`config.mk`:
```
export PLATFORM = sky130hd
export DESIGN_NAME = delayed_event_pulse_timer_unit
export DESIGN_NICKNAME = d
export VERILOG_FILES = /design/src/sv/dept_pkg.sv /design/src/sv/dept_clamp.sv /design/src/sv/dept_cfg.sv /design/src/sv/dept_step.sv /design/src/sv/delayed_event_pulse_timer_unit.sv
export SDC_FILE = /design/constraint.sdc
export NUM_CORES = 1
export LEC_CHECK = 0
export BUFFER_PORTS_ARGS = -buffer_cell sky130_fd_sc_hd__buf_2
export CAP_MARGIN = 20
export CORE_MARGIN = 5
export CORE_UTILIZATION = 65
export CTS_CLUSTER_SIZE = 14
export DETAILED_ROUTE_END_ITERATION = 16
export PLACE_DENSITY = 0.84
export SETUP_SLACK_MARGIN = 0.5
export SYNTH_ARGS = -nofsm -noshare
export SYNTH_HDL_FRONTEND = slang
export SYNTH_SLANG_ARGS = --single-unit
```
`constraint.sdc`:
```
create_clock -name clk -period 9.11 [get_ports clk]
set_input_delay 0.911 -clock clk [delete_from_list [all_inputs] [get_ports clk]]
set_output_delay 0.911 -clock clk [all_outputs]
set_load 0.02 [all_outputs]
```
`src/sv/dept_pkg.sv`:
```
// Shared types and constants for the delayed event pulse timer unit.
// No dependencies; every other file but the macro header refers to it by scoped names.
`timescale 1ns / 1ps
`default_nettype none

package dept_pkg;

  // Width of the timing fields on the ports and default counter width.
  localparam int FIELD_W     = 32;
  localparam int TIME_W_DEF  = 32;

  typedef enum logic [2:0] {
    PH_NONE     = 3'd0,
    PH_WAIT_ON  = 3'd1,
    PH_ON       = 3'd2,
    PH_WAIT_OFF = 3'd3,
    PH_OFF      = 3'd4
  } phase_t;

  // Command codes carried by in_command.
  localparam logic [2:0] CMD_TICK       = 3'd0;
  localparam logic [2:0] CMD_ON         = 3'd1;
  localparam logic [2:0] CMD_OFF        = 3'd2;
  localparam logic [2:0] CMD_CLR_PHASE  = 3'd3;
  localparam logic [2:0] CMD_ON_DELAY   = 3'd4;
  localparam logic [2:0] CMD_OFF_DELAY  = 3'd5;

  // Output modes.
  localparam logic [2:0] TY_NORMAL    = 3'd0;
  localparam logic [2:0] TY_PULSE     = 3'd1;
  localparam logic [2:0] TY_PULSE_OFF = 3'd2;
  localparam logic [2:0] TY_PULSE2    = 3'd3;
  localparam logic [2:0] TY_PWM       = 3'd4;

  // Configuration register indexes.
  localparam logic [2:0] REG_ON_DELAY  = 3'd0;
  localparam logic [2:0] REG_OFF_DELAY = 3'd1;
  localparam logic [2:0] REG_EV_TYPE   = 3'd2;
  localparam logic [2:0] REG_PULSE_ON  = 3'd3;
  localparam logic [2:0] REG_PULSE_OFF = 3'd4;

  // Status produced by one item.
  typedef struct packed {
    phase_t phase;
    logic   level;
    logic   sw_on;
    logic   sw_off;
    logic   changed;
  } res_t;

endpackage

`default_nettype wire

```
`src/sv/dept_clamp.sv`:
```
// Saturates a 32-bit time value to the counter width of the timer unit.
// Depends on dept_pkg for the field width.
`timescale 1ns / 1ps
`default_nettype none

module dept_clamp #(
  parameter int TIME_WIDTH = dept_pkg::TIME_W_DEF
) (
  input  wire logic [dept_pkg::FIELD_W-1:0] value_in,
  output logic      [TIME_WIDTH-1:0]        value_out
);

  localparam int WideW = (TIME_WIDTH > dept_pkg::FIELD_W) ? TIME_WIDTH : dept_pkg::FIELD_W;

  logic [WideW-1:0] wide_val;
  logic [WideW-1:0] tmax;

  assign wide_val  = WideW'(value_in);
  assign tmax      = WideW'({TIME_WIDTH{1'b1}});
  assign value_out = (wide_val > tmax) ? {TIME_WIDTH{1'b1}} : wide_val[TIME_WIDTH-1:0];

endmodule

`default_nettype wire

```
`src/sv/dept_cfg.sv`:
```
// Configuration registers and active delays of the timer unit.
// Depends on dept_pkg and dept_clamp.
`timescale 1ns / 1ps
`default_nettype none

module dept_cfg #(
  parameter int TIME_WIDTH = dept_pkg::TIME_W_DEF
) (
  input  wire logic                          clk,
  input  wire logic                          rst_n,
  input  wire logic                          cfg_we,
  input  wire logic [2:0]                    cfg_index,
  input  wire logic [dept_pkg::FIELD_W-1:0]  cfg_data,
  input  wire logic                          ld_on,
  input  wire logic                          ld_off,
  input  wire logic [TIME_WIDTH-1:0]         ld_value,
  output logic      [2:0]                    event_type,
  output logic      [TIME_WIDTH-1:0]         on_dly,
  output logic      [TIME_WIDTH-1:0]         off_dly,
  output logic      [TIME_WIDTH-1:0]         pulse_on,
  output logic      [TIME_WIDTH-1:0]         pulse_off
);

  logic [TIME_WIDTH-1:0] data_clamped;
  logic [2:0]            event_type_r;
  logic [TIME_WIDTH-1:0] on_dly_r;
  logic [TIME_WIDTH-1:0] off_dly_r;
  logic [TIME_WIDTH-1:0] pulse_on_r;
  logic [TIME_WIDTH-1:0] pulse_off_r;

  dept_clamp #(.TIME_WIDTH(TIME_WIDTH)) u_clamp (
    .value_in  (cfg_data),
    .value_out (data_clamped)
  );

  always_ff @(posedge clk) begin
    if (!rst_n) begin
      event_type_r <= dept_pkg::TY_NORMAL;
      on_dly_r     <= '0;
      off_dly_r    <= '0;
      pulse_on_r   <= '0;
      pulse_off_r  <= '0;
    end else if (cfg_we) begin
      case (cfg_index)
        dept_pkg::REG_ON_DELAY:  on_dly_r     <= data_clamped;
        dept_pkg::REG_OFF_DELAY: off_dly_r    <= data_clamped;
        dept_pkg::REG_EV_TYPE:   event_type_r <= cfg_data[2:0];
        dept_pkg::REG_PULSE_ON:  pulse_on_r   <= data_clamped;
        dept_pkg::REG_PULSE_OFF: pulse_off_r  <= data_clamped;
        default: ;
      endcase
    end else begin
      // The delay-carrying commands replace the active delay.
      if (ld_on) begin
        on_dly_r <= ld_value;
      end
      if (ld_off) begin
        off_dly_r <= ld_value;
      end
    end
  end

  assign event_type = event_type_r;
  assign on_dly     = on_dly_r;
  assign off_dly    = off_dly_r;
  assign pulse_on   = pulse_on_r;
  assign pulse_off  = pulse_off_r;

endmodule

`default_nettype wire

```
`src/sv/dept_step.sv`:
```
// Next-state logic of the timer unit: applies one tick or command to the state.
// Depends on dept_pkg; purely combinational.
`timescale 1ns / 1ps
`default_nettype none

module dept_step #(
  parameter int TIME_WIDTH = dept_pkg::TIME_W_DEF
) (
  input  wire logic [2:0]            cmd,
  input  wire logic [TIME_WIDTH-1:0] dly,
  input  wire dept_pkg::phase_t      phase,
  input  wire dept_pkg::phase_t      last_phase,
  input  wire logic                  level,
  input  wire logic [TIME_WIDTH-1:0] since_on,
  input  wire logic [TIME_WIDTH-1:0] since_off,
  input  wire logic [2:0]            event_type,
  input  wire logic [TIME_WIDTH-1:0] on_dly,
  input  wire logic [TIME_WIDTH-1:0] off_dly,
  input  wire logic [TIME_WIDTH-1:0] pulse_on,
  input  wire logic [TIME_WIDTH-1:0] pulse_off,
  output dept_pkg::res_t             res,
  output dept_pkg::phase_t           last_phase_nxt,
  output logic [TIME_WIDTH-1:0]      since_on_nxt,
  output logic [TIME_WIDTH-1:0]      since_off_nxt,
  output logic                       ld_on,
  output logic                       ld_off
);

  logic                  pulsed;
  logic                  after_off;
  logic                  is_pwm;
  logic [TIME_WIDTH-1:0] son_inc;
  logic [TIME_WIDTH-1:0] soff_inc;
  logic [TIME_WIDTH-1:0] on_eff;
  logic [TIME_WIDTH-1:0] off_eff;

  assign pulsed    = (event_type == dept_pkg::TY_PULSE) || (event_type == dept_pkg::TY_PULSE2) ||
                     (event_type == dept_pkg::TY_PWM);
  assign after_off = (event_type == dept_pkg::TY_PULSE_OFF) ||
                     (event_type == dept_pkg::TY_PULSE2);
  assign is_pwm    = (event_type == dept_pkg::TY_PWM);

  // Elapsed counters stick at all ones.
  assign son_inc  = (&since_on)  ? since_on  : since_on  + TIME_WIDTH'(1);
  assign soff_inc = (&since_off) ? since_off : since_off + TIME_WIDTH'(1);

  assign on_eff  = (cmd == dept_pkg::CMD_ON_DELAY)  ? dly : on_dly;
  assign off_eff = (cmd == dept_pkg::CMD_OFF_DELAY) ? dly : off_dly;
  assign ld_on   = (cmd == dept_pkg::CMD_ON_DELAY);
  assign ld_off  = (cmd == dept_pkg::CMD_OFF_DELAY);

  always_comb begin
    res.phase      = phase;
    res.level      = level;
    res.sw_on      = 1'b0;
    res.sw_off     = 1'b0;
    res.changed    = 1'b0;
    last_phase_nxt = last_phase;
    since_on_nxt   = since_on;
    since_off_nxt  = since_off;

    case (cmd)
      dept_pkg::CMD_TICK: begin
        since_on_nxt  = son_inc;
        since_off_nxt = soff_inc;
        case (phase)
          dept_pkg::PH_WAIT_ON: begin
            if (son_inc > on_dly) begin
              res.phase    = dept_pkg::PH_ON;
              since_on_nxt = '0;
              res.sw_on    = 1'b1;
              res.level    = 1'b1;
            end
          end
          dept_pkg::PH_WAIT_OFF: begin
            if (soff_inc > off_dly) begin
              res.phase     = dept_pkg::PH_OFF;
              since_off_nxt = '0;
              res.sw_off    = level;
              res.level     = 1'b0;
            end
          end
          dept_pkg::PH_ON: begin
            if (pulsed && level && (son_inc > pulse_on)) begin
              since_on_nxt = '0;
              res.sw_off   = 1'b1;
              res.level    = 1'b0;
            end else if (is_pwm && !level && (son_inc > pulse_off)) begin
              since_on_nxt = '0;
              res.sw_on    = 1'b1;
              res.level    = 1'b1;
            end
          end
          dept_pkg::PH_OFF: begin
            // The after-off pulse rises on the next tick and keeps repeating.
            if (after_off && !level) begin
              since_on_nxt = '0;
              res.sw_on    = 1'b1;
              res.level    = 1'b1;
            end else if (after_off && level && (son_inc > pulse_on)) begin
              since_on_nxt = '0;
              res.sw_off   = 1'b1;
              res.level    = 1'b0;
            end
          end
          default: ;
        endcase
        if (res.phase != last_phase) begin
          res.changed    = 1'b1;
          last_phase_nxt = res.phase;
        end
      end
      dept_pkg::CMD_ON, dept_pkg::CMD_ON_DELAY: begin
        if ((phase != dept_pkg::PH_WAIT_ON) && (phase != dept_pkg::PH_ON)) begin
          since_on_nxt = '0;
          if (on_eff == '0) begin
            res.phase = dept_pkg::PH_ON;
            res.sw_on = 1'b1;
            res.level = 1'b1;
          end else begin
            res.phase = dept_pkg::PH_WAIT_ON;
          end
        end
      end
      dept_pkg::CMD_OFF, dept_pkg::CMD_OFF_DELAY: begin
        if ((phase != dept_pkg::PH_WAIT_OFF) && (phase != dept_pkg::PH_OFF)) begin
          since_off_nxt = '0;
          if (off_eff == '0) begin
            res.phase  = dept_pkg::PH_OFF;
            res.sw_off = level;
            res.level  = 1'b0;
          end else begin
            res.phase = dept_pkg::PH_WAIT_OFF;
          end
        end
      end
      dept_pkg::CMD_CLR_PHASE: begin
        res.phase = dept_pkg::PH_NONE;
      end
      default: ;
    endcase
  end

endmodule

`default_nettype wire

```
`src/sv/delayed_event_pulse_timer_unit.sv`:
```
// Top level of the delayed event pulse timer unit.
// Depends on dept_pkg, dept_clamp, dept_cfg and dept_step.
`timescale 1ns / 1ps
`default_nettype none

// The unit takes one tick or command per clock cycle and returns exactly one
// status item for each. An accepted item sits in an input register until the
// output register is free, the state update and status are computed from it in
// a single pass of compares and counter increments, and the status lands in the
// output register, from which it transfers while out_ready is high. Throughput
// is one item per cycle as long as the result side keeps taking transfers;
// in_ready follows out_ready combinationally through the two registers. Delays
// and durations are counted in ticks with TIME_WIDTH-bit saturating counters;
// larger values saturate on load and then never expire. Configuration writes
// are accepted in every cycle and must only be issued while no item is in
// flight.
module delayed_event_pulse_timer_unit #(
  parameter int TIME_WIDTH = dept_pkg::TIME_W_DEF
) (
  input  wire logic                         clk,
  input  wire logic                         rst_n,
  input  wire logic                         in_valid,
  output logic                              in_ready,
  input  wire logic [2:0]                   in_command,
  input  wire logic [dept_pkg::FIELD_W-1:0] in_delay_value,
  output logic                              out_valid,
  input  wire logic                         out_ready,
  output logic      [2:0]                   out_phase,
  output logic                              out_output_level,
  output logic                              out_switched_on,
  output logic                              out_switched_off,
  output logic                              out_phase_changed,
  input  wire logic                         cfg_valid,
  output logic                              cfg_ready,
  input  wire logic [2:0]                   cfg_index,
  input  wire logic [dept_pkg::FIELD_W-1:0] cfg_data
);

  logic                  s0_vld_r;
  logic [2:0]            s0_cmd_r;
  logic [TIME_WIDTH-1:0] s0_dly_r;
  logic [TIME_WIDTH-1:0] dly_clamped;
  logic                  out_vld_r;
  dept_pkg::res_t        out_res_r;
  logic                  advance;
  logic                  out_free;

  dept_pkg::phase_t      phase_r;
  dept_pkg::phase_t      last_phase_r;
  logic                  level_r;
  logic [TIME_WIDTH-1:0] since_on_r;
  logic [TIME_WIDTH-1:0] since_off_r;

  dept_pkg::res_t        res_nxt;
  dept_pkg::phase_t      last_phase_nxt;
  logic [TIME_WIDTH-1:0] since_on_nxt;
  logic [TIME_WIDTH-1:0] since_off_nxt;
  logic                  ld_on;
  logic                  ld_off;

  logic [2:0]            event_type;
  logic [TIME_WIDTH-1:0] on_dly;
  logic [TIME_WIDTH-1:0] off_dly;
  logic [TIME_WIDTH-1:0] pulse_on;
  logic [TIME_WIDTH-1:0] pulse_off;

  assign out_free  = !out_vld_r || out_ready;
  assign advance   = s0_vld_r && out_free;
  assign in_ready  = !s0_vld_r || out_free;
  assign cfg_ready = 1'b1;

  dept_clamp #(.TIME_WIDTH(TIME_WIDTH)) u_dly_clamp (
    .value_in  (in_delay_value),
    .value_out (dly_clamped)
  );

  dept_cfg #(.TIME_WIDTH(TIME_WIDTH)) u_cfg (
    .clk        (clk),
    .rst_n      (rst_n),
    .cfg_we     (cfg_valid),
    .cfg_index  (cfg_index),
    .cfg_data   (cfg_data),
    .ld_on      (advance && ld_on),
    .ld_off     (advance && ld_off),
    .ld_value   (s0_dly_r),
    .event_type (event_type),
    .on_dly     (on_dly),
    .off_dly    (off_dly),
    .pulse_on   (pulse_on),
    .pulse_off  (pulse_off)
  );

  dept_step #(.TIME_WIDTH(TIME_WIDTH)) u_step (
    .cmd            (s0_cmd_r),
    .dly            (s0_dly_r),
    .phase          (phase_r),
    .last_phase     (last_phase_r),
    .level          (level_r),
    .since_on       (since_on_r),
    .since_off      (since_off_r),
    .event_type     (event_type),
    .on_dly         (on_dly),
    .off_dly        (off_dly),
    .pulse_on       (pulse_on),
    .pulse_off      (pulse_off),
    .res            (res_nxt),
    .last_phase_nxt (last_phase_nxt),
    .since_on_nxt   (since_on_nxt),
    .since_off_nxt  (since_off_nxt),
    .ld_on          (ld_on),
    .ld_off         (ld_off)
  );

  // Input register.
  always_ff @(posedge clk) begin
    if (!rst_n) begin
      s0_vld_r <= 1'b0;
    end else if (in_ready) begin
      s0_vld_r <= in_valid;
    end
  end

  always_ff @(posedge clk) begin
    if (in_valid && in_ready) begin
      s0_cmd_r <= in_command;
      s0_dly_r <= dly_clamped;
    end
  end

  // Timer state, updated as an item moves into the output register.
  always_ff @(posedge clk) begin
    if (!rst_n) begin
      phase_r      <= dept_pkg::PH_NONE;
      last_phase_r <= dept_pkg::PH_NONE;
      level_r      <= 1'b0;
      since_on_r   <= '0;
      since_off_r  <= '0;
    end else if (advance) begin
      phase_r      <= res_nxt.phase;
      last_phase_r <= last_phase_nxt;
      level_r      <= res_nxt.level;
      since_on_r   <= since_on_nxt;
      since_off_r  <= since_off_nxt;
    end
  end

  // Output register.
  always_ff @(posedge clk) begin
    if (!rst_n) begin
      out_vld_r <= 1'b0;
    end else if (out_free) begin
      out_vld_r <= s0_vld_r;
    end
  end

  always_ff @(posedge clk) begin
    if (advance) begin
      out_res_r <= res_nxt;
    end
  end

  assign out_valid         = out_vld_r;
  assign out_phase         = out_res_r.phase;
  assign out_output_level  = out_res_r.level;
  assign out_switched_on   = out_res_r.sw_on;
  assign out_switched_off  = out_res_r.sw_off;
  assign out_phase_changed = out_res_r.changed;

endmodule

`default_nettype wire

```
==> impl_metrics.env, run 1 <==
export IMPL_net_switching_power_uw=647
export IMPL_insertedDiodeCount=0
export IMPL_first_iter_violations=1291
export IMPL_relSlewSlack_pct=30.7
export IMPL_rsz0062_at_grt="false"
export IMPL_via_per_inst=6.35
export IMPL_cts_buffers=26
export IMPL_ios=85
export IMPL_powerDensity_nw_per_um2=160
export IMPL_synth_adder_area_share_pct=11.5
export IMPL_core_area_um2=21700
export IMPL_yosysTopAreaCellShare_pct=28.8
export IMPL_syn_nets=1906
export IMPL_status="finished clean"
export IMPL_r2r_end="since_on_r[30]"
export IMPL_reg2reg_setup_slack_ps=3320
export IMPL_ant_nets=0
export IMPL_ctsLongestPathBuffers=3
export IMPL_cap_violations=0
export IMPL_cts_tree="yes"
export IMPL_finalInstanceArea_um2=15600
export IMPL_cts_sinks=246
export IMPL_cts_repair_resized=0
export IMPL_fill_cells=1710
export IMPL_grt_pass1_wl_um=62300
export IMPL_worstPathArrival_ps=6270
export IMPL_synth_common_cells="217 x nand2_1, 204 x dfxtp_1, 155 x nor2_1"
export IMPL_cp_end_kind="flop"
export IMPL_drt_pass1_iterations=12
export IMPL_swShare_pct=25.9
export IMPL_cts_reportedPaths_clkPinSlew_ps=60
export IMPL_synth_top_family_by_area="simple AND/OR/NAND/NOR gates"
export IMPL_p_leak_uw=0.00613
export IMPL_synth_ff_type="dfxtp_1"
export IMPL_post_cts_buffers=0
export IMPL_fin_crit_ps=5790
export IMPL_drc=0
export IMPL_fin_nets=1946
export IMPL_synthTopCellsByArea="dfxtp_1 29%, ha_1 11%, edfxtp_1 8.9%"
export IMPL_hold_violations=0
export IMPL_grt_pass1_vias=12100
export IMPL_min_path_cells=2
export IMPL_async_flop_share_pct=0
export IMPL_place_area_um2=14800
export IMPL_clkPwrFrac_pct=42.7
export IMPL_synth_edf_count=42
export IMPL_worst_r2r_cell_count=19
export IMPL_synthSimpleGateAreaFrac_pct=20.2
export IMPL_worstPathRequired_ps=9590
export IMPL_fin_crit_sh_pct=63.5
export IMPL_synth_cells=1701
export IMPL_gp_congestion=0.961
export IMPL_critical_path_class="flop to flop"
export IMPL_yosys_area_top_type="dfxtp_1"
export IMPL_fin_skew_ps=18.4
export IMPL_fin_cells=2041
export IMPL_crit_path_start_kind="flop"
export IMPL_dieWidth_um=158
export IMPL_power_frac_comb_pct=10.6
export IMPL_synth_compound_area_share_pct=18.3
export IMPL_min_to="u_cfg.pulse_off[22]"
export IMPL_clk_latency_ps=550
export IMPL_slew_viol_final=0
export IMPL_yosys_warnings=0
export IMPL_synth_most_common_cell="nand2_1"
export IMPL_grt_overflow=0
export IMPL_initial_core_util_pct=65.4
export IMPL_peakVddDrop_v=0.000162
export IMPL_avgSynthCellArea_um2=8.34
export IMPL_cpMaxStageDelayCell="nor2_2"
export IMPL_cp_num_buf_inv=1
export IMPL_area_growth_pct=10.1
export IMPL_synth_xor_area_share_pct=3.52
export IMPL_vias=13000
export IMPL_hpwlAfterDp_um=29200
export IMPL_wl_per_cell_um=19.4
export IMPL_finalWirelength_um=39700
export IMPL_min_path_type="flop to flop"
export IMPL_holdCritStartpoint="u_cfg.pulse_off[22]"
export IMPL_cp_cell_sequence="and4_4 -> and4_1 -> and3_1 -> or3b_1 -> nor2_1 -> nand3_1 -> nor2_1 -> xor2_1 -> ha_1 -> nand4_1 -> or4_1 -> o21ai_0 -> a31oi_1 -> a31oi_2 -> o21a_1 -> a222oi_1 -> buf_4 -> nor2_2 -> a22o_1"
export IMPL_antenna_found_initial=0
export IMPL_cts_htree_levels=1
export IMPL_holdWs_ps=456
export IMPL_dp_cells=1993
export IMPL_cp_slowest_stage_delay_ps=760
export IMPL_clockRootBuffer="clkbuf_16"
export IMPL_ctsHoldBuffers=0
export IMPL_path_common_cell="nor2_1"
export IMPL_ys_seq_area_share_pct=37.7
export IMPL_worst_pin_slew_ps=1040
export IMPL_setup_violations=0
export IMPL_grtUsageTotal_pct=31.2
export IMPL_r2r_start="since_on_r[3]"
export IMPL_synth_seq_cells=246
export IMPL_rows=54
export IMPL_die_h_um=158
export IMPL_grt_max_degree=97
export IMPL_cpLargestDelayFamily="simple AND/OR/NAND/NOR gates"
export IMPL_drive_gt1_share_pct=9.37
export IMPL_synth_area_mux_share_pct=2.94
export IMPL_intPower_uw=1850
export IMPL_io_buffers=83
export IMPL_p_seq_share_pct=46.7
export IMPL_die_area_um2=24900
export IMPL_critPathMaxFanout=22
export IMPL_yosysUniqueCellTypes=70
export IMPL_setup_tns_ps=0
export IMPL_synth_area_um2=14200
export IMPL_max_freq_mhz=173
[cell families after synthesis]
logic type,count (synthesis)
and+or+nand+nor,610
AOI/OAI and AO/OA,397
DFF,246
buffers and inverters,219
adders and majority gates,130
xor gates and xnor gates,57
muxes,41
other,1
[worst register-to-register path, stage by stage (launching register included)]
cell and delay (ps):
dfxtp_1 440, and4_4 280, and4_1 240, and3_1 240, or3b_1 450, nor2_1 230, nand3_1 230, nor2_1 240
xor2_1 330, ha_1 210, nand4_1 150, or4_1 570, o21ai_0 170, a31oi_1 70, a31oi_2 260, o21a_1 190
a222oi_1 120, buf_4 260, nor2_2 760, a22o_1 270
[area by class of cell]
type,count,area (um^2),area share (%)
well taps,280,350,2.24
inverters,140,528,3.38
clock buffers,42,832,5.32
flip-flops and latches,246,5350,34.2
repair buffers,91,475,3.04
multi-input cells,1236,8050,51.5
clock inverters,6,43.8,0.280
[power groups by stage]
stage | Clock (uW) | Sequential [uW] | Combinational [uW]
6_report | 1070 | 1170 | 266
5_1_grt | 1130 | 1170 | 288
4_1_cts | 1070 | 1170 | 261
3_5_place_dp | 0 | 1190 | 258
3_3_place_gp | 0 | 1190 | 253
2_1_floorplan | 0 | 1180 | 174
[layer usage]
metal	share of wire [%]	vias up	GRT usage, %
li1	-	6167	-
met1	41	6064	41.6
met2	46	615	51.1
met3	8.0	121	3.58
met4	5.2	0	14.1
met5	0	-	0
[cells in the final DEF (no fill, tap or decap), types with 21 or more instances in the layout]
cell and count:
nand4_1 41, nor4_1 36, nand2_1 217, mux2i_1 36
o21ai_0 50, nor3_1 23, a21oi_1 128, dfxtp_1 204
and3_1 21, nor2_1 154, buf_2 83, edfxtp_1 42
inv_1 137, a211oi_1 79, ha_1 130, nand3_1 48
clkbuf_16 27, xnor2_1 38
[state kept, by name (all words and copies together) (netlist names), 32 cells and up]
register,cells
s0_dly_r,32
u_cfg.on_dly,32
since_off_r,32
u_cfg.pulse_off,32
u_cfg.pulse_on,32
u_cfg.off_dly,32
since_on_r,32
[stage by stage]
step                utilization (%)  total power, uW  worst slack, ps
global route                   72.1             2580             2940
global placement               68.0             1440             3620
finish                         72.1             2500             3320
CTS                            72.1             2500             3410
floorplan                         -             1350             4290
detailed placement             68.0             1450             3450
[worst max-delay path by stage]
stage | startpoint | endpoint | slack (ps) | cells after the start
4_1_cts | since_on_r[3] | since_on_r[30] | 3410 | 19
6_report | since_on_r[3] | since_on_r[30] | 3320 | 19
5_1_grt | since_off_r[0] | since_off_r[21] | 2940 | 20
3_5_place_dp | since_on_r[3] | since_on_r[30] | 3450 | 19
3_3_place_gp | since_on_r[3] | since_on_r[14] | 3620 | 19
2_1_floorplan | since_on_r[3] | since_on_r[17] | 4290 | 20
No activity file was read; power rests on OpenSTA's default activity.
==> run 2: changes to the inputs <==
--- a/config.mk
+++ b/config.mk
@@ -8,10 +8,10 @@
 export BUFFER_PORTS_ARGS = -buffer_cell sky130_fd_sc_hd__buf_2
 export CAP_MARGIN = 20
 export CORE_MARGIN = 5
-export CORE_UTILIZATION = 65
+export CORE_UTILIZATION = 62
 export CTS_CLUSTER_SIZE = 14
 export DETAILED_ROUTE_END_ITERATION = 16
-export PLACE_DENSITY = 0.84
+export PLACE_DENSITY = 0.81
 export SETUP_SLACK_MARGIN = 0.5
 export SYNTH_ARGS = -nofsm -noshare
 export SYNTH_HDL_FRONTEND = slang
==> constraint.sdc (replaced) <==
create_clock -name clk -period 6 [get_ports clk]
set_input_delay 0.6 -clock clk [delete_from_list [all_inputs] [get_ports clk]]
set_output_delay 0.6 -clock clk [all_outputs]
set_load 0.02 [all_outputs]
==> run 2 against run 1 <==
  * Die area up 4.5%
  * Sequential power up 51%
  * Non-clock buffer count is 9 higher
  * Maximum frequency grew 12%
  * Worst setup slack got worse by 2500 ps
  * First-iteration DRC count shrank 11%
  * Combinational power increased by 53%
  * Cell area is 1.3% higher
  * Clock power is 60% higher
  * Sequential share of layout area decreased by 0.42 points
  * Critical path type unchanged
  * Critical endpoint is now since_on_r[27]
==> impl_metrics.env, run 2 (same netlist as run 1, synthesis figures left out) <==
export IMPL_cp_end_kind="flop"
export IMPL_ctsHoldBuffers=0
export IMPL_cts_buffers=27
export IMPL_via_per_inst=6.22
export IMPL_cp_slowest_stage_delay_ps=570
export IMPL_final_common_cell="nand2_1"
export IMPL_first_iter_violations=1145
export IMPL_die_h_um=161
export IMPL_cts_sinks=246
export IMPL_ant_nets=0
export IMPL_fin_crit_ps=5180
export IMPL_rsz0062_at_grt="false"
export IMPL_dieWidth_um=161
export IMPL_holdWs_ps=215
export IMPL_worst_pin_slew_ps=1070
export IMPL_fin_crit_sh_pct=86.3
export IMPL_critical_path_class="flop to flop"
export IMPL_drc=0
export IMPL_antenna_found_initial=1
export IMPL_rows=55
export IMPL_grt_pass1_wl_um=62300
export IMPL_cts_reportedPaths_clkPinSlew_ps=60
export IMPL_fin_skew_ps=18.3
export IMPL_layout_common_cells="215 x nand2_1, 203 x dfxtp_1, 149 x nor2_1"
export IMPL_grt_overflow=0
export IMPL_wl_per_cell_um=19.2
export IMPL_crit_path_start_kind="flop"
export IMPL_setup_violations=0
export IMPL_relSlewSlack_pct=29.0
export IMPL_p_leak_uw=0.00620
export IMPL_cap_violations=0
export IMPL_max_freq_mhz=193
export IMPL_setup_tns_ps=0
export IMPL_clk_latency_ps=550
export IMPL_slew_viol_final=0
export IMPL_critPathMaxFanout=12
export IMPL_die_area_um2=26000
export IMPL_pre_cts_slack_ps=433
export IMPL_status="finished clean"
export IMPL_grt_pass1_vias=12000
export IMPL_worstPathArrival_ps=5600
export IMPL_drive_gt1_share_pct=10.8
export IMPL_powerDensity_nw_per_um2=246
export IMPL_gp_congestion=0.971
export IMPL_core_area_um2=22600
export IMPL_area_growth_pct=11.5
export IMPL_io_buffers=83
export IMPL_worstPathRequired_ps=6430
export IMPL_min_path_type="input pin to flop"
export IMPL_peakVddDrop_v=0.000246
export IMPL_hpwlAfterDp_um=29000
export IMPL_cts_htree_levels=1
export IMPL_drt_pass1_iterations=6
export IMPL_grtUsageTotal_pct=29.5
export IMPL_cpMaxStageDelayCell="or4_1"
export IMPL_fin_nets=1956
export IMPL_vias=12800
export IMPL_ios=85
export IMPL_cp_cell_sequence="and4_4 -> and4_1 -> and3_1 -> or3b_4 -> or3_4 -> nor2_2 -> xor2_2 -> ha_1 -> and3_1 -> nand3_1 -> or4_1 -> nand3b_4 -> o22ai_2 -> nand2_1 -> a222oi_1 -> buf_4 -> buf_4 -> o31ai_1 -> mux2_2"
export IMPL_finalWirelength_um=39500
export IMPL_clockRootBuffer="clkbuf_16"
export IMPL_initial_core_util_pct=62.9
export IMPL_cp_num_buf_inv=2
export IMPL_grt_max_degree=93
export IMPL_ctsLongestPathBuffers=3
export IMPL_cts_tree="yes"
export IMPL_setup_slack_ps=825
export IMPL_cpLargestDelayFamily="simple AND/OR/NAND/NOR gates"
export IMPL_finalPower_uw=3890
export IMPL_insertedDiodeCount=0
export IMPL_hold_violations=0
-- run 2: changes by cell type in the layout (fill, tap and decap cells not counted), sizes merged --
cell,before,now
bufinv,0,3
inv,138,139
clkbuf,42,39
buf,91,100
-- run 2: final cells by class --
cell class              instances  area [um^2]
well taps                     285          357
flip-flops and latches        246         5350
clock inverters                10          140
clock buffers                  39          781
inverters                     140          528
repair buffers                100          543
multi-input cells            1236         8130
fillers                      1799         6750
-- run 2: metal layers --
metal | part of all wire (%) | GRT usage [%] | routed length [um]
met2 | 45 | 47.6 | 17800
met5 | 0.048 | 0 | 19
met3 | 8.2 | 5.49 | 3250
met1 | 43 | 39.7 | 16800
met4 | 4.1 | 11.3 | 1600
-- run 2: worst paths after layout --
| path | startpoint | end | slack, ps | cells past startpoint |
|---|---|---|---|---|
| max | since_on_r[4] | since_on_r[27] | 820 | 19 |
| min | in_delay_value[16] | s0_dly_r[16] | 210 | 1 |
| max reg2reg | since_on_r[4] | since_on_r[27] | 820 | 19 |
| min reg2reg | u_cfg.pulse_off[11] | u_cfg.pulse_off[11] | 450 | 2 |
-- run 2: through the flow --
stage                     instances  area, um^2  utilization (%)
after global placement         2004       14800             65.6
after CTS                      2054       15700             69.7
after floorplan                1701       14200                -
final                          2056       15800             70.1
after detailed placement       2004       14800             65.6
after global routing           2056       15800             70.1
-- run 2: timing repair --
action                                  in CTS  in global routing
endpoints found under the setup margin       5                 38
resized for setup                            0                 21
pin swaps                                    1                  2
buffers inserted                             1                  2
-- run 2: where the power goes --
part / leakage (uW) / internal (uW) / switching [uW]
logic: 0.00368 / 143 / 264
registers: 0.00206 / 1730 / 43.0
clock network: 0.000450 / 1030 / 679
total: 0.00620 / 2900 / 986
==> run 3: changes to the inputs <==
--- a/config.mk
+++ b/config.mk
@@ -8,11 +8,12 @@
 export BUFFER_PORTS_ARGS = -buffer_cell sky130_fd_sc_hd__buf_2
 export CAP_MARGIN = 20
 export CORE_MARGIN = 5
-export CORE_UTILIZATION = 62
+export CORE_UTILIZATION = 63
 export CTS_CLUSTER_SIZE = 14
 export DETAILED_ROUTE_END_ITERATION = 16
-export PLACE_DENSITY = 0.81
+export PLACE_DENSITY = 0.82
 export SETUP_SLACK_MARGIN = 0.5
 export SYNTH_ARGS = -nofsm -noshare
 export SYNTH_HDL_FRONTEND = slang
+export SYNTH_HIERARCHICAL = 1
 export SYNTH_SLANG_ARGS = --single-unit
==> run 3 against run 2 <==
  * Sequential power barely moved
  * Routed wire length rose by 15%
  * Sequential share of layout area fell by 2.9 points
  * Largest power group unchanged
  * Maximum frequency fell by 2.8%
  * Critical endpoint is now since_on_r[26]
  * Global-route usage rose by 0.12 points
  * Cell area rose by 9.5%
  * Count of clock-buffer cells in the layout rose by 2
  * Final cell count rose by 11%
  * Total power fell by 1.8%
==> impl_metrics.env, run 3 <==
export IMPL_min_path_type="input pin to flop"
export IMPL_synth_common_cells="350 x nand2_1, 204 x dfxtp_1, 142 x inv_1"
export IMPL_fin_crit_sh_pct=88.8
export IMPL_finalPower_uw=3820
export IMPL_cap_violations=0
export IMPL_synth_ff_type="dfxtp_1"
export IMPL_critical_path_class="flop to flop"
export IMPL_async_flop_share_pct=0
export IMPL_setup_tns_ps=0
export IMPL_yosysTopAreaCellShare_pct=24.9
export IMPL_grt_max_degree=161
export IMPL_cts_sinks=246
export IMPL_worst_pin_slew_ps=1080
export IMPL_holdCritStartpoint="in_command[2]"
export IMPL_initial_core_util_pct=63.4
export IMPL_area_growth_pct=5.88
export IMPL_ctsLongestPathBuffers=3
export IMPL_avgSynthCellArea_um2=8.35
export IMPL_yosys_warnings=6
export IMPL_clk_latency_ps=560
export IMPL_synth_cells=1960
export IMPL_fin_skew_ps=20.3
export IMPL_layout_common_cells="349 x nand2_1, 204 x dfxtp_1, 142 x inv_1"
export IMPL_p_seq_share_pct=46.5
export IMPL_grtUsageTotal_pct=29.7
export IMPL_wl_per_cell_um=19.9
export IMPL_grt_pass1_vias=13900
export IMPL_grt_overflow=0
export IMPL_relSlewSlack_pct=27.9
export IMPL_net_switching_power_uw=1030
export IMPL_swShare_pct=27.1
export IMPL_via_per_inst=6.38
export IMPL_grt_pass1_wl_um=71300
export IMPL_critPathMaxFanout=13
export IMPL_worstPathArrival_ps=5800
export IMPL_insertedDiodeCount=0
export IMPL_hpwlAfterDp_um=32200
export IMPL_clockRootBuffer="clkbuf_16"
export IMPL_first_iter_violations=1608
export IMPL_startpoint="since_on_r[26]"
export IMPL_fin_crit_ps=5330
export IMPL_r2r_start="since_on_r[26]"
export IMPL_fin_cells=2275
export IMPL_holdWs_ps=216
export IMPL_slew_viol_final=0
export IMPL_peakVddDrop_v=0.000237
export IMPL_syn_nets=2165
export IMPL_ios=85
export IMPL_drive_gt1_share_pct=11.3
export IMPL_antenna_found_initial=1
export IMPL_ys_seq_area_share_pct=32.6
export IMPL_drt_pass1_iterations=6
export IMPL_core_area_um2=25800
export IMPL_synthTopCellsByArea="dfxtp_1 25%, ha_1 9.9%, nand2_1 8.0%"
export IMPL_powerDensity_nw_per_um2=220
export IMPL_cts_reportedPaths_clkPinSlew_ps=60
export IMPL_die_area_um2=29300
export IMPL_power_frac_comb_pct=11.9
export IMPL_die_h_um=171
export IMPL_ant_nets=0
export IMPL_post_cts_buffers=0
export IMPL_cp_end_kind="flop"
export IMPL_status="finished clean"
export IMPL_worstPathRequired_ps=6470
export IMPL_drc=0
export IMPL_hold_violations=0
export IMPL_setup_violations=0
export IMPL_io_buffers=83
export IMPL_synth_edf_count=42
export IMPL_dieWidth_um=171
export IMPL_synth_area_um2=16400
export IMPL_crit_path_start_kind="flop"
export IMPL_synth_seq_cells=246
export IMPL_clkPwrFrac_pct=41.6
export IMPL_final_common_cell="nand2_1"
export IMPL_vias=14500
export IMPL_cts_htree_levels=1
export IMPL_yosysUniqueCellTypes=82
export IMPL_fin_nets=2124
export IMPL_rows=59
export IMPL_yosys_area_top_type="dfxtp_1"
export IMPL_cts_tree="yes"
export IMPL_rsz0062_at_grt="false"
export IMPL_finalWirelength_um=45300
export IMPL_intPower_uw=2790
export IMPL_synth_most_common_cell="nand2_1"
export IMPL_p_leak_uw=0.00695
export IMPL_gp_congestion=1.03
export IMPL_dp_cells=2223
export IMPL_max_freq_mhz=188
export IMPL_cts_buffers=27
## run 3: changes by cell type after synthesis, moves of 17 or more
cell and delta:
a21oi_2 +31, buf_4 +69, buf_2 +32, nand2_1 +133, a211oi_1 -75, o21ai_0 -19, mux2i_1 +71, a21boi_1 +64
o31ai_1 +67, nor2_1 -101, a22o_1 +17
## run 3: routing by layer
| metal | track usage (%) | wire length (um) | part of all wire (%) |
|---|---|---|---|
| met2 | 47.2 | 20500 | 45 |
| met4 | 11.6 | 1880 | 4.2 |
| met1 | 40.1 | 18600 | 41 |
| met3 | 5.63 | 4350 | 9.6 |
| met5 | 0 | 8 | 0.018 |
## run 3: layout make-up
cell class,count,area [um^2]
clock inverter,9,90.1
sequential,246,5350
tap,335,419
fill,2085,8500
timing repair buffer,103,592
clock buffer,41,738
inverter,142,533
multi-input combinational,1399,9620
## run 3: kinds of logic after synthesis
family          after synthesis  share of synthesized area [%]
simple gates                654                           19.1
compound gates              446                           18.9
buf+inv                     316                           9.62
flops                       246                           32.6
fa+ha+maj                   131                           9.99
mux                         110                           6.75
xor+xnor                     56                           3.00
other cells                   1                         0.0229
## run 3: path summary, 6_finish.rpt
path	endpoint	slack, ps	depth (start not counted)
setup / recovery	since_on_r[26]	670	20
hold / removal	s0_cmd_r[2]	220	1
setup reg to reg	since_on_r[26]	670	20
hold reg to reg	u_cfg/pulse_on[14]	450	2
## run 3: power by group through the flow
| stage | sequential, uW | clock (uW) | combinational (uW) |
|---|---|---|---|
| global placement | 1810 | 0 | 423 |
| global route | 1780 | 1670 | 487 |
| floorplan | 1790 | 0 | 342 |
| detailed placement | 1810 | 0 | 433 |
| finish | 1780 | 1590 | 455 |
| CTS | 1770 | 1610 | 437 |
## run 3: per-stage QoR
stage / instance area [um^2] / setup WS [ps] / util (%)
final: 17300 / 674 / 67.1
after global routing: 17300 / 460 / 67.1
after CTS: 17200 / 704 / 66.5
after detailed placement: 16400 / 545 / 63.3
after global placement: 16400 / 918 / 63.3
after floorplan: 16400 / 1720 / -
## run 3: what timing repair did
action                     in CTS  in global routing
gates cloned                    0                  1
hold buffers                    0                  0
setup endpoints to repair       3                 64
gates resized for setup         1                 17
pin swaps                       0                  1
## run 3: critical path: stages, from the launching register on
cell and delay, ps:
dfxtp_1 490, nand4_1 250, or3_1 490, and4bb_1 350, and2_4 190, nor2_4 70
nand2_2 180, nor2_1 80, or2_1 310, ha_1 350, a21oi_1 200, o21ai_0 170
a221o_1 330, o31a_1 300, o31ai_1 380, o311a_4 360, o21a_4 270, and3_1 190
a211o_1 90, nand2_1 40, mux2i_1 140
